### config.mk
export PLATFORM = sky130hd
export DESIGN_NAME = usb_reply_deframe_checksum_flat
export DESIGN_NICKNAME = d
export VERILOG_FILES = /design/src/rtl/usbrd_pkg.sv /design/src/rtl/usbrd_if.sv /design/src/rtl/usb_reply_deframe_checksum.sv /design/src/rtl/usbrd_cfg_regs.sv /design/src/rtl/usbrd_deframe.sv /design/src/flat_wrapper.sv
export SDC_FILE = /design/constraint.sdc
export NUM_CORES = 1
export LEC_CHECK = 0
export BUFFER_PORTS_ARGS = -buffer_cell sky130_fd_sc_hd__buf_2
export CAP_MARGIN = 10
export CORE_MARGIN = 2
export CORE_UTILIZATION = 40
export CTS_CLUSTER_DIAMETER = 200
export DETAILED_ROUTE_END_ITERATION = 8
export SKIP_CTS_REPAIR_TIMING = 1
export SYNTH_ARGS = -nofsm -noshare
export SYNTH_HDL_FRONTEND = slang
export SYNTH_SLANG_ARGS = --single-unit
### constraint.sdc
create_clock -name clk -period 7.7 [get_ports clk]
set_clock_uncertainty 0.2 [all_clocks]
set_input_delay 1.54 -clock clk [delete_from_list [all_inputs] [get_ports clk]]
set_output_delay 1.54 -clock clk [all_outputs]
set_load 0.005 [all_outputs]
### src/rtl/usbrd_pkg.sv
// ----------------------------------------------------------------------------
// Reply deframer package
// Shared types, register map and status codes of the reply deframer.
// ----------------------------------------------------------------------------
package usbrd_pkg;

  localparam int unsigned CHUNK_BYTES_DEF = 64;
  localparam int unsigned MAX_TRANSFER    = 32768;
  localparam logic [15:0] SIZE_LIMIT      = 16'(MAX_TRANSFER - 3);

  localparam logic [7:0]  CHECK_BASE      = 8'haa;
  localparam logic [7:0]  TYPE_RESET      = 8'hb0;
  localparam logic [7:0]  FIXED_RESET     = 8'h88;

  localparam int unsigned ADDR_W          = 4;

  typedef enum logic [1:0] {
    REG_EXPECTED_TYPE = 2'd0,
    REG_FIXED_ENABLE  = 2'd1,
    REG_FIXED_VALUE   = 2'd2
  } reg_idx_t;

  typedef enum logic [1:0] {
    ST_OK        = 2'd0,
    ST_TYPE_BAD  = 2'd1,
    ST_CHECK_BAD = 2'd2,
    ST_LEN_BAD   = 2'd3
  } status_t;

  typedef struct packed {
    logic [7:0] expected_type;
    logic       fixed_check_enable;
    logic [7:0] fixed_check_value;
  } cfg_t;

endpackage

### src/rtl/usbrd_if.sv
// ----------------------------------------------------------------------------
// Reply deframer channels
// Valid/ready channels for raw input bytes and for result items.
// ----------------------------------------------------------------------------
interface usbrd_in_if;
  logic       valid;
  logic       ready;
  logic [7:0] rx_byte;
  logic       transfer_start;

  modport source (output valid, output rx_byte, output transfer_start, input ready);
  modport sink   (input valid, input rx_byte, input transfer_start, output ready);
endinterface

interface usbrd_out_if;
  logic        valid;
  logic        ready;
  logic [7:0]  out_byte;
  logic        is_final;
  logic [1:0]  status;
  logic [14:0] data_length;

  modport source (output valid, output out_byte, output is_final, output status,
                  output data_length, input ready);
  modport sink   (input valid, input out_byte, input is_final, input status,
                  input data_length, output ready);
endinterface

### src/rtl/usb_reply_deframe_checksum.sv
// Each input item is held in the input register and its result item, if any, in the
// result register; a result item waiting on out_ch.ready holds the next item back.
// Throughput: one input item per cycle; while a result waits, one more item can enter
// the input register and the input then stalls. Each item yields at most one result.
// Reset (rst_n, synchronous, active low) clears the parse state and both valid flags
// and loads the register defaults: expected type 0xb0, fixed check off, value 0x88.
// ----------------------------------------------------------------------------
// Reply deframer with checksum check
// Parses type and size, drops chunk continuation bytes, emits data and status.
// ----------------------------------------------------------------------------
module usb_reply_deframe_checksum #(
  parameter int unsigned CHUNK_BYTES = usbrd_pkg::CHUNK_BYTES_DEF
) (
  input  logic                          clk,
  input  logic                          rst_n,
  usbrd_in_if.sink                      in_ch,
  usbrd_out_if.source                   out_ch,
  input  logic                          psel,
  input  logic                          penable,
  input  logic                          pwrite,
  input  logic [usbrd_pkg::ADDR_W-1:0]  paddr,
  input  logic [31:0]                   pwdata,
  output logic [31:0]                   prdata,
  output logic                          pready
);
  import usbrd_pkg::*;

  cfg_t cfg;

  usbrd_cfg_regs u_cfg (
    .clk     (clk),
    .rst_n   (rst_n),
    .psel    (psel),
    .penable (penable),
    .pwrite  (pwrite),
    .paddr   (paddr),
    .pwdata  (pwdata),
    .prdata  (prdata),
    .pready  (pready),
    .cfg     (cfg)
  );

  usbrd_deframe #(
    .CHUNK_BYTES (CHUNK_BYTES)
  ) u_deframe (
    .clk    (clk),
    .rst_n  (rst_n),
    .cfg    (cfg),
    .in_ch  (in_ch),
    .out_ch (out_ch)
  );

endmodule

### src/rtl/usbrd_cfg_regs.sv
// ----------------------------------------------------------------------------
// Reply deframer configuration registers
// APB-style register file holding the expected type and the fixed checksum.
// ----------------------------------------------------------------------------
module usbrd_cfg_regs (
  input  logic                          clk,
  input  logic                          rst_n,
  input  logic                          psel,
  input  logic                          penable,
  input  logic                          pwrite,
  input  logic [usbrd_pkg::ADDR_W-1:0]  paddr,
  input  logic [31:0]                   pwdata,
  output logic [31:0]                   prdata,
  output logic                          pready,
  output usbrd_pkg::cfg_t               cfg
);
  import usbrd_pkg::*;

  cfg_t     cfg_r;
  reg_idx_t idx;
  logic     wr_en;

  assign idx    = reg_idx_t'(paddr[ADDR_W-1:2]);
  assign wr_en  = psel && penable && pwrite;
  assign pready = 1'b1;
  assign cfg    = cfg_r;

  always_ff @(posedge clk) begin
    if (!rst_n) begin
      cfg_r.expected_type      <= TYPE_RESET;
      cfg_r.fixed_check_enable <= 1'b0;
      cfg_r.fixed_check_value  <= FIXED_RESET;
    end else if (wr_en) begin
      case (idx)
        REG_EXPECTED_TYPE: cfg_r.expected_type      <= pwdata[7:0];
        REG_FIXED_ENABLE:  cfg_r.fixed_check_enable <= pwdata[0];
        REG_FIXED_VALUE:   cfg_r.fixed_check_value  <= pwdata[7:0];
        default: begin
        end
      endcase
    end
  end

  always_comb begin
    case (idx)
      REG_EXPECTED_TYPE: prdata = {24'd0, cfg_r.expected_type};
      REG_FIXED_ENABLE:  prdata = {31'd0, cfg_r.fixed_check_enable};
      REG_FIXED_VALUE:   prdata = {24'd0, cfg_r.fixed_check_value};
      default:           prdata = 32'd0;
    endcase
  end

endmodule

### src/rtl/usbrd_deframe.sv
// ----------------------------------------------------------------------------
// Reply deframer datapath
// Input register, per-byte parse and checksum logic, and result register.
// ----------------------------------------------------------------------------
module usbrd_deframe #(
  parameter int unsigned CHUNK_BYTES = usbrd_pkg::CHUNK_BYTES_DEF
) (
  input  logic            clk,
  input  logic            rst_n,
  input  usbrd_pkg::cfg_t cfg,
  usbrd_in_if.sink        in_ch,
  usbrd_out_if.source     out_ch
);
  import usbrd_pkg::*;

  localparam int unsigned PosW = $clog2(CHUNK_BYTES);

  typedef enum logic [2:0] {
    PH_IDLE, PH_SIZE_LO, PH_SIZE_HI, PH_DATA, PH_CHECK
  } phase_t;

  logic             s1_valid_r;
  logic [7:0]       s1_byte_r;
  logic             s1_start_r;
  logic             s1_adv;

  phase_t           phase_r, phase_nxt;
  logic [PosW-1:0]  pos_r, pos_nxt, pos_inc;
  logic [15:0]      rem_r, rem_nxt;
  logic [7:0]       sum_r, sum_nxt;
  logic [15:0]      size_r, size_nxt;
  logic [15:0]      size_full;
  logic [7:0]       calc;
  logic [7:0]       cmp;
  logic             cont;

  logic             emit;
  logic [7:0]       emit_byte;
  logic             emit_final;
  status_t          emit_status;
  logic [14:0]      emit_len;
  logic [14:0]      decl_len;

  logic             out_valid_r;
  logic [7:0]       out_byte_r;
  logic             out_final_r;
  status_t          out_status_r;
  logic [14:0]      out_len_r;

  assign s1_adv       = s1_valid_r && (!out_valid_r || out_ch.ready);
  assign in_ch.ready  = !s1_valid_r || s1_adv;

  always_ff @(posedge clk) begin
    if (!rst_n) begin
      s1_valid_r <= 1'b0;
    end else if (in_ch.ready) begin
      s1_valid_r <= in_ch.valid;
    end
  end

  always_ff @(posedge clk) begin
    if (in_ch.ready && in_ch.valid) begin
      s1_byte_r  <= in_ch.rx_byte;
      s1_start_r <= in_ch.transfer_start;
    end
  end

  assign pos_inc   = (pos_r == PosW'(CHUNK_BYTES - 1)) ? '0 : pos_r + PosW'(1);
  assign cont      = (pos_r == '0);
  assign size_full = {s1_byte_r, size_r[7:0]};
  assign decl_len  = 15'(size_r - 16'd1);
  assign calc      = CHECK_BASE - sum_r;
  assign cmp       = cfg.fixed_check_enable ? cfg.fixed_check_value : s1_byte_r;

  always_comb begin
    phase_nxt   = phase_r;
    pos_nxt     = pos_r;
    rem_nxt     = rem_r;
    sum_nxt     = sum_r;
    size_nxt    = size_r;
    emit        = 1'b0;
    emit_byte   = 8'd0;
    emit_final  = 1'b0;
    emit_status = ST_OK;
    emit_len    = 15'd0;
    if (s1_start_r) begin
      sum_nxt  = s1_byte_r;
      pos_nxt  = PosW'(1);
      size_nxt = 16'd0;
      rem_nxt  = 16'd0;
      if (s1_byte_r != cfg.expected_type) begin
        phase_nxt   = PH_IDLE;
        emit        = 1'b1;
        emit_final  = 1'b1;
        emit_status = ST_TYPE_BAD;
      end else begin
        phase_nxt = PH_SIZE_LO;
      end
    end else if (phase_r != PH_IDLE) begin
      pos_nxt = pos_inc;
      case (phase_r)
        PH_SIZE_LO: begin
          size_nxt  = {8'd0, s1_byte_r};
          sum_nxt   = sum_r + s1_byte_r;
          phase_nxt = PH_SIZE_HI;
        end
        PH_SIZE_HI: begin
          size_nxt = size_full;
          sum_nxt  = sum_r + s1_byte_r;
          if (size_full == 16'd0 || size_full > SIZE_LIMIT) begin
            phase_nxt   = PH_IDLE;
            emit        = 1'b1;
            emit_final  = 1'b1;
            emit_status = ST_LEN_BAD;
          end else begin
            rem_nxt   = size_full - 16'd1;
            phase_nxt = (size_full == 16'd1) ? PH_CHECK : PH_DATA;
          end
        end
        PH_DATA: begin
          if (!cont) begin
            sum_nxt   = sum_r + s1_byte_r;
            rem_nxt   = rem_r - 16'd1;
            phase_nxt = (rem_r == 16'd1) ? PH_CHECK : PH_DATA;
            emit      = 1'b1;
            emit_byte = s1_byte_r;
            emit_len  = decl_len;
          end
        end
        PH_CHECK: begin
          if (!cont) begin
            phase_nxt   = PH_IDLE;
            emit        = 1'b1;
            emit_final  = 1'b1;
            emit_status = (calc == cmp) ? ST_OK : ST_CHECK_BAD;
            emit_len    = decl_len;
          end
        end
        default: phase_nxt = PH_IDLE;
      endcase
    end
  end

  always_ff @(posedge clk) begin
    if (!rst_n) begin
      phase_r     <= PH_IDLE;
      pos_r       <= '0;
      rem_r       <= 16'd0;
      sum_r       <= 8'd0;
      size_r      <= 16'd0;
      out_valid_r <= 1'b0;
    end else if (s1_adv) begin
      phase_r     <= phase_nxt;
      pos_r       <= pos_nxt;
      rem_r       <= rem_nxt;
      sum_r       <= sum_nxt;
      size_r      <= size_nxt;
      out_valid_r <= emit;
    end else if (out_ch.ready) begin
      out_valid_r <= 1'b0;
    end
  end

  always_ff @(posedge clk) begin
    if (s1_adv && emit) begin
      out_byte_r   <= emit_byte;
      out_final_r  <= emit_final;
      out_status_r <= emit_status;
      out_len_r    <= emit_len;
    end
  end

  assign out_ch.valid       = out_valid_r;
  assign out_ch.out_byte    = out_byte_r;
  assign out_ch.is_final    = out_final_r;
  assign out_ch.status      = out_status_r;
  assign out_ch.data_length = out_len_r;

  a_check_rem_zero: assert property (@(posedge clk) disable iff (!rst_n)
    phase_r == PH_CHECK |-> rem_r == 16'd0)
    else $error("checksum phase entered with data bytes outstanding");

  a_data_rem_nonzero: assert property (@(posedge clk) disable iff (!rst_n)
    phase_r == PH_DATA |-> rem_r != 16'd0)
    else $error("data phase with no data bytes outstanding");

  a_pos_range: assert property (@(posedge clk) disable iff (!rst_n)
    pos_r <= PosW'(CHUNK_BYTES - 1))
    else $error("chunk position out of range");

  a_data_status_ok: assert property (@(posedge clk) disable iff (!rst_n)
    out_valid_r && !out_final_r |-> out_status_r == ST_OK)
    else $error("data item carries a nonzero status");

  a_stall_holds_item: assert property (@(posedge clk) disable iff (!rst_n)
    s1_valid_r && out_valid_r && !out_ch.ready |=> s1_valid_r)
    else $error("pending item lost while the result was stalled");

endmodule
### src/flat_wrapper.sv
// flat-port wrapper written by rule: the top's interface ports become plain ports
module usb_reply_deframe_checksum_flat import usbrd_pkg::*;
#(
  parameter int unsigned CHUNK_BYTES = usbrd_pkg::CHUNK_BYTES_DEF
)
  (clk, rst_n, psel, penable, pwrite, paddr, pwdata, prdata, pready, in_ch_valid, in_ch_rx_byte, in_ch_transfer_start, in_ch_ready, out_ch_valid, out_ch_out_byte, out_ch_is_final, out_ch_status, out_ch_data_length, out_ch_ready);
  usbrd_in_if in_ch_i ();
  usbrd_out_if out_ch_i ();
  input  logic clk;
  input  logic rst_n;
  input  logic psel;
  input  logic penable;
  input  logic pwrite;
  input  logic [usbrd_pkg::ADDR_W-1:0] paddr;
  input  logic [31:0] pwdata;
  output logic [31:0] prdata;
  output logic pready;
  input wire logic [$bits(in_ch_i.valid)-1:0] in_ch_valid;
  input wire logic [$bits(in_ch_i.rx_byte)-1:0] in_ch_rx_byte;
  input wire logic [$bits(in_ch_i.transfer_start)-1:0] in_ch_transfer_start;
  output wire logic [$bits(in_ch_i.ready)-1:0] in_ch_ready;
  output wire logic [$bits(out_ch_i.valid)-1:0] out_ch_valid;
  output wire logic [$bits(out_ch_i.out_byte)-1:0] out_ch_out_byte;
  output wire logic [$bits(out_ch_i.is_final)-1:0] out_ch_is_final;
  output wire logic [$bits(out_ch_i.status)-1:0] out_ch_status;
  output wire logic [$bits(out_ch_i.data_length)-1:0] out_ch_data_length;
  input wire logic [$bits(out_ch_i.ready)-1:0] out_ch_ready;
  assign in_ch_i.valid = in_ch_valid;
  assign in_ch_i.rx_byte = in_ch_rx_byte;
  assign in_ch_i.transfer_start = in_ch_transfer_start;
  assign in_ch_ready = in_ch_i.ready;
  assign out_ch_valid = out_ch_i.valid;
  assign out_ch_out_byte = out_ch_i.out_byte;
  assign out_ch_is_final = out_ch_i.is_final;
  assign out_ch_status = out_ch_i.status;
  assign out_ch_data_length = out_ch_i.data_length;
  assign out_ch_i.ready = out_ch_ready;
  usb_reply_deframe_checksum #(.CHUNK_BYTES(CHUNK_BYTES)) u_core (.clk(clk), .rst_n(rst_n), .in_ch(in_ch_i), .out_ch(out_ch_i), .psel(psel), .penable(penable), .pwrite(pwrite), .paddr(paddr), .pwdata(pwdata), .prdata(prdata), .pready(pready));
endmodule
* After elaboration in Yosys (flattened, before gate mapping)
Index checks and enable logic that the tools add are counted.
Widths: inputs -> output; s select.
** Cells by class
- Order comparisons :: 1
- Add/sub/neg operators :: 6
- Mux-type cells :: 44
- Equality and inequality tests :: 15
- Reduce and logical (&&, ||, !) cells :: 33
- Bitwise gates (word level) :: 3
** Operators with widths (number)
- $mux 16 :: 4
- $eq 16x1->1 const B :: 2
- $mux 8 :: 4
- $pmux 16 s2 :: 1
- $sub 16x1->16 const B :: 2
- $mux 15 :: 2
- $pmux 15 s2 :: 1
- $pmux 8 s3 :: 1
- $mux 3 :: 7
- $mux 6 :: 3
- $gt 16x15->1 const B :: 1
- $logic_not 16->1 :: 1
- $pmux 8 s2 :: 1
- $sub 15x1->15 const B :: 1
- $pmux 3 s4 :: 1
- $reduce_and 4->1 :: 3
- $reduce_bool 3->1 :: 4
- $mux 1 :: 11
- $mux 2 :: 5
- $ne 3x3->1 const B :: 3
- $add 8x8->8 :: 1
- $eq 8x8->1 :: 1
- $ne 8x8->1 :: 1
- $reduce_and 2->1 :: 4
- other kinds (22) :: 37
** Word-level totals
- Bits of input ports :: 52
- Output and inout port bits :: 61
- Flip-flop bits (word level) :: 102
- Word-level logic and storage cells :: 119

* Longest topological paths before layout
- Word-level depth :: 7
- Depth in mapped cells :: 9

* Cells and area by module
A second synthesis with hierarchy kept.
** Unflattened totals
- Cells, all modules :: 702
- Area total of the unflattened synthesis :: 6249.7 um^2
** Modules (own cells, without submodules)
- usbrd_deframe :: area each 5220.0 um^2, seq. area each 2052.0 um^2, cells each 583, times used 1
- usbrd_cfg_regs :: area each 1029.7 um^2, seq. area each 340.3 um^2, cells each 119, times used 1

* Worst setup path before layout
Ideal clock, no wire load.
- Path kind :: input port to output port
- From :: input paddr[3] in the netlist's numbering
- To :: output prdata[1]
- Slack :: 3.765 ns
- Arrival time :: 2.195 ns
- Stages :: 3
- Cells stage by stage :: buf_1 -> mux2i_1 -> nor2_1
** Between the ends
- Word-level cells in the longest chain between the ends :: 2
- Elaborated cells between the ends (all ways) :: 4
** RTL lines
- from (decl) :: RTL line flat_wrapper.sv:14 : input logic [usbrd_pkg::ADDR_W-1:0] paddr;
- $eq 2x2->1, or another cell as far along :: RTL line usbrd_cfg_regs.sv:45 : case (idx)
- $pmux 8 s3 * :: RTL line usbrd_cfg_regs.sv:45
- to (decl) :: RTL line flat_wrapper.sv:16 : output logic [31:0] prdata;
Every way passes the cells marked *; elsewhere a longest branch is shown, timed or not.

* Worst setup path in the final report
- From :: input paddr[3] in the netlist's numbering
- To :: output prdata[5]
Same word-level chain as after synthesis.

==> qor.csv <==
stage,metric,value,unit
layout,final_layout_size_suffix_gt1_share,12.82,%
timing,worst_slack,3.672,ns
floorplanning,fp-row-count,45,
timing,fmax,0.2483,GHz
worst_setup_path,setup.worst_path.start_class,input pin,
global_route,grt_use_met2,31.74,%
synth,synth_warnings,0,
clock_network,clk_pin_slew,0.08,ns
global_route,grt_pass1_vias,4890,
place,hpwlAfterDp,10870,um
worst_setup_path,end_kind,output pin,
floorplanning,design.die.area,16200,um^2
synth,synthDistinctLibCells,68,
synth,synthCells,690,
global_route,use_met3,4.564,%
layout,syn_to_final_growth,9.735,%
place,io_buffers,61,
drt,vias,5122,
worst_setup_path,path_common_cell,buf_2,
layout,final_nets,796,
run,maxCapViolCount,0,
worst_setup_path,required,5.96,ns
timing,rsz0062_at_grt,false,
power,p_leak,2.527,nW
synth,synth_mux_area_share,6.771,%
clock_network,clockBufferDepth,2,
status,status,"finished, final reports clean",
timing,hold_viol,0,
place,gp_congestion,0.8794,
timing,setup_viol,0,
timing,tightest_slew,1.026,ns
worst_setup_path,max_stage_delay,0.28,ns
timing,slew_headroom,31.06,%
timing,drv_slew,0,
floorplanning,boundaryPins,113,
floorplanning,die_x,127.3,um
clock_network,cts_root_buf,clkbuf_16,
drt,final_antenna_net_count,0,
synth,avgSynthCellArea,8.811,um^2
clock_network,cts.sinks,102,
drt,avgViaCountPerCell,5.561,
drt,routedWlPerCell,16.60,um
drt,totalWireLength,15290,um
floorplanning,core,15030,um^2
synth,synth_compound_area_share,14.28,%
synth,synth_top_family_by_area,simple AND/OR/NAND/NOR gates,
power,peakVddDrop,124.1,uV
worst_setup_path,worst-setup-path-type,input pin to output pin,
synth,synthArstFlopShare,0,%
synth,synth_edf_count,35,
clock_network,cts_tree,built,
drt,post-route-drc-count,0,
global_route,met1_usage,24.07,%
power,p_per_area,180.0,nW/um^2
synth,ys_dominant_reg_cell,dfxtp_1,
synth,ys_seq_elements,102,
place,dp_slack,3.574,ns
floorplanning,die_y,127.3,um
clock_network,cts_made_buffers,9,
clock_network,ctsHtreeMaxLevel,3,
layout,num_antenna_cells,0,
clock_network,insertion_delay,0.37,ns
global_route,grt_max_degree,39,
timing,period_share,52.31,%
worst_setup_path,crit_chain,buf_2 -> mux2i_1 -> nor2_1 -> buf_2,
timing,fin_crit,4.028,ns
synth,yosysSeqAreaShare,39.35,%
worst_hold_path,hp-class,flip-flop to flip-flop,
layout,n_fill_cell,1470,
timing,fin_tns_setup,0,ns
worst_setup_path,critical_path.max_fanout,12,
global_route,antenna_found_initial,0,
drt,drt_iter0_markers,358,
synth,synthXorXnorAreaFrac,6.771,%
global_route,busiest_layer,met2,
floorplanning,start_util,40.44,%
global_route,grtUsageTotal,19.11,%
worst_setup_path,worstPathArrival,2.29,ns
synth,synth_fa_ha_area_share,3.416,%
drt,first_pass_iters,5,
synth,synthSimpleGateAreaFrac,22.54,%
worst_setup_path,cp_slowest_cell,buf_2,
layout,final_util,44.38,%
global_route,grt_first_pass_wirelength,24490,um
synth,netlist_area,6080,um^2
global_route,overflow,0,
area by class of cell:
class                   count  area, um^2  area share [%]
flip-flops and latches    102        2392           35.86
clock buffers               9       225.2           3.376
repair buffers             67       350.3           5.251
clock inverters             7       41.29          0.6189
inverters                  17       63.81          0.9565
multi-input cells         531        3363           50.41
well taps                 188       235.2           3.526
synthesized netlist by cell type, types with 7 or more instances:
library cell  number  share of area [%]
nand3_1           27                2.2
edfxtp_1          35                 17
or4_1             10                1.2
buf_4             26                3.2
nor4_1            14                1.4
nand2_1           57                3.5
clkbuf_1          27                1.7
o31ai_1           10                1.2
nor2_1            77                4.8
o21ai_0           18                1.5
o21a_1             7               0.86
a21oi_1           40                3.3
inv_1             15               0.93
and2_1             8               0.82
nor2b_1            8               0.82
xnor2_1           28                4.0
xor2_1            19                2.7
or3_1              7               0.72
dfxtp_1           67                 22
mux2i_1           40                6.6
ha_1              15                3.1
nor3_1            23                1.9
a211oi_1           8               0.99
critical path: cells and delay by family:
family                 cells  cell delay, ns
muxes                      1            0.27
buffers and inverters      2            0.41
and+or+nand+nor            1            0.06
per-stage QoR:
step                total power [W]  instance area, um^2  hold slack (ns)  cells
finish                     0.001201                 6671           0.2461    921
detailed placement        0.0007854                 6405           0.2358    905
CTS                        0.001211                 6671           0.2501    921
global placement          0.0007800                 6405           0.2325    905
global route               0.001254                 6671           0.2693    921
floorplan                 0.0007443                 6166           0.2176    713
power breakdown:
| group | internal (W) | leakage [nW] | total, W | switching, W |
|---|---|---|---|---|
| Combinational | 0.0000744 | 1.54 | 0.000178 | 0.000103 |
| Sequential | 0.000571 | 0.864 | 0.000597 | 0.0000260 |
| Clock | 0.000216 | 0.128 | 0.000426 | 0.000209 |
cells by family (layout without fill, tap and decap cells):
family	count (synthesis)	after routing
buffers and inverters	80	100
other	2	25
adder cells (fa/ha/maj)	16	16
flip-flops	102	102
AO/OA/AOI/OAI	132	132
XOR/XNOR	47	47
AND/OR/NAND/NOR	270	270
multiplexers	41	41
registers in the layout, summed over array words and instances, names as in the netlist:
register / cells
u_core.u_deframe.out_ch.out_byte: 8
u_core.u_deframe.pos_r: 6
u_core.u_deframe.out_ch.data_length: 15
u_core.u_deframe.size_r: 15
u_core.u_deframe.out_ch.is_final: 1
u_core.u_deframe.s1_valid_r: 1
u_core.u_deframe.s1_byte_r: 8
u_core.u_deframe.sum_r: 8
u_core.u_deframe.out_ch.valid: 1
u_core.u_deframe.rem_r: 16
u_core.u_deframe.out_ch.status: 2
u_core.u_deframe.s1_start_r: 1
u_core.u_cfg.cfg: 17
u_core.u_deframe.phase_r: 3
routing by layer:
layer	wire, um	share of wire [%]
met1	6703	44
met2	7302	48
met3	901	5.9
met4	378	2.5
met5	0	0
worst paths after layout:
kind,start,end,slack [ns],cells past startpoint
worst min register to register,u_core.u_deframe.rem_r[13],u_core.u_deframe.rem_r[13],0.25,1
worst min-delay path,u_core.u_deframe.rem_r[13],u_core.u_deframe.rem_r[13],0.25,1
worst max register to register,u_core.u_deframe.s1_byte_r[0],u_core.u_deframe.out_ch.data_length[1],4.62,7
worst max-delay path,paddr[3],prdata[5],3.67,4
cell usage in the layout (no fill, tap or decap), types with 9 or more instances in the layout:
cell type / count
edfxtp_1: 35
ha_1: 15
nand3_1: 27
inv_1: 15
or4_1: 10
xnor2_1: 28
xor2_1: 19
o21ai_0: 18
conb_1: 25
buf_2: 61
mux2i_1: 40
clkbuf_16: 9
nor3_1: 23
nor4_1: 14
o31ai_1: 10
dfxtp_1: 67
a21oi_1: 40
nor2_1: 77
nand2_1: 57
(Power assumes the default switching activity.)
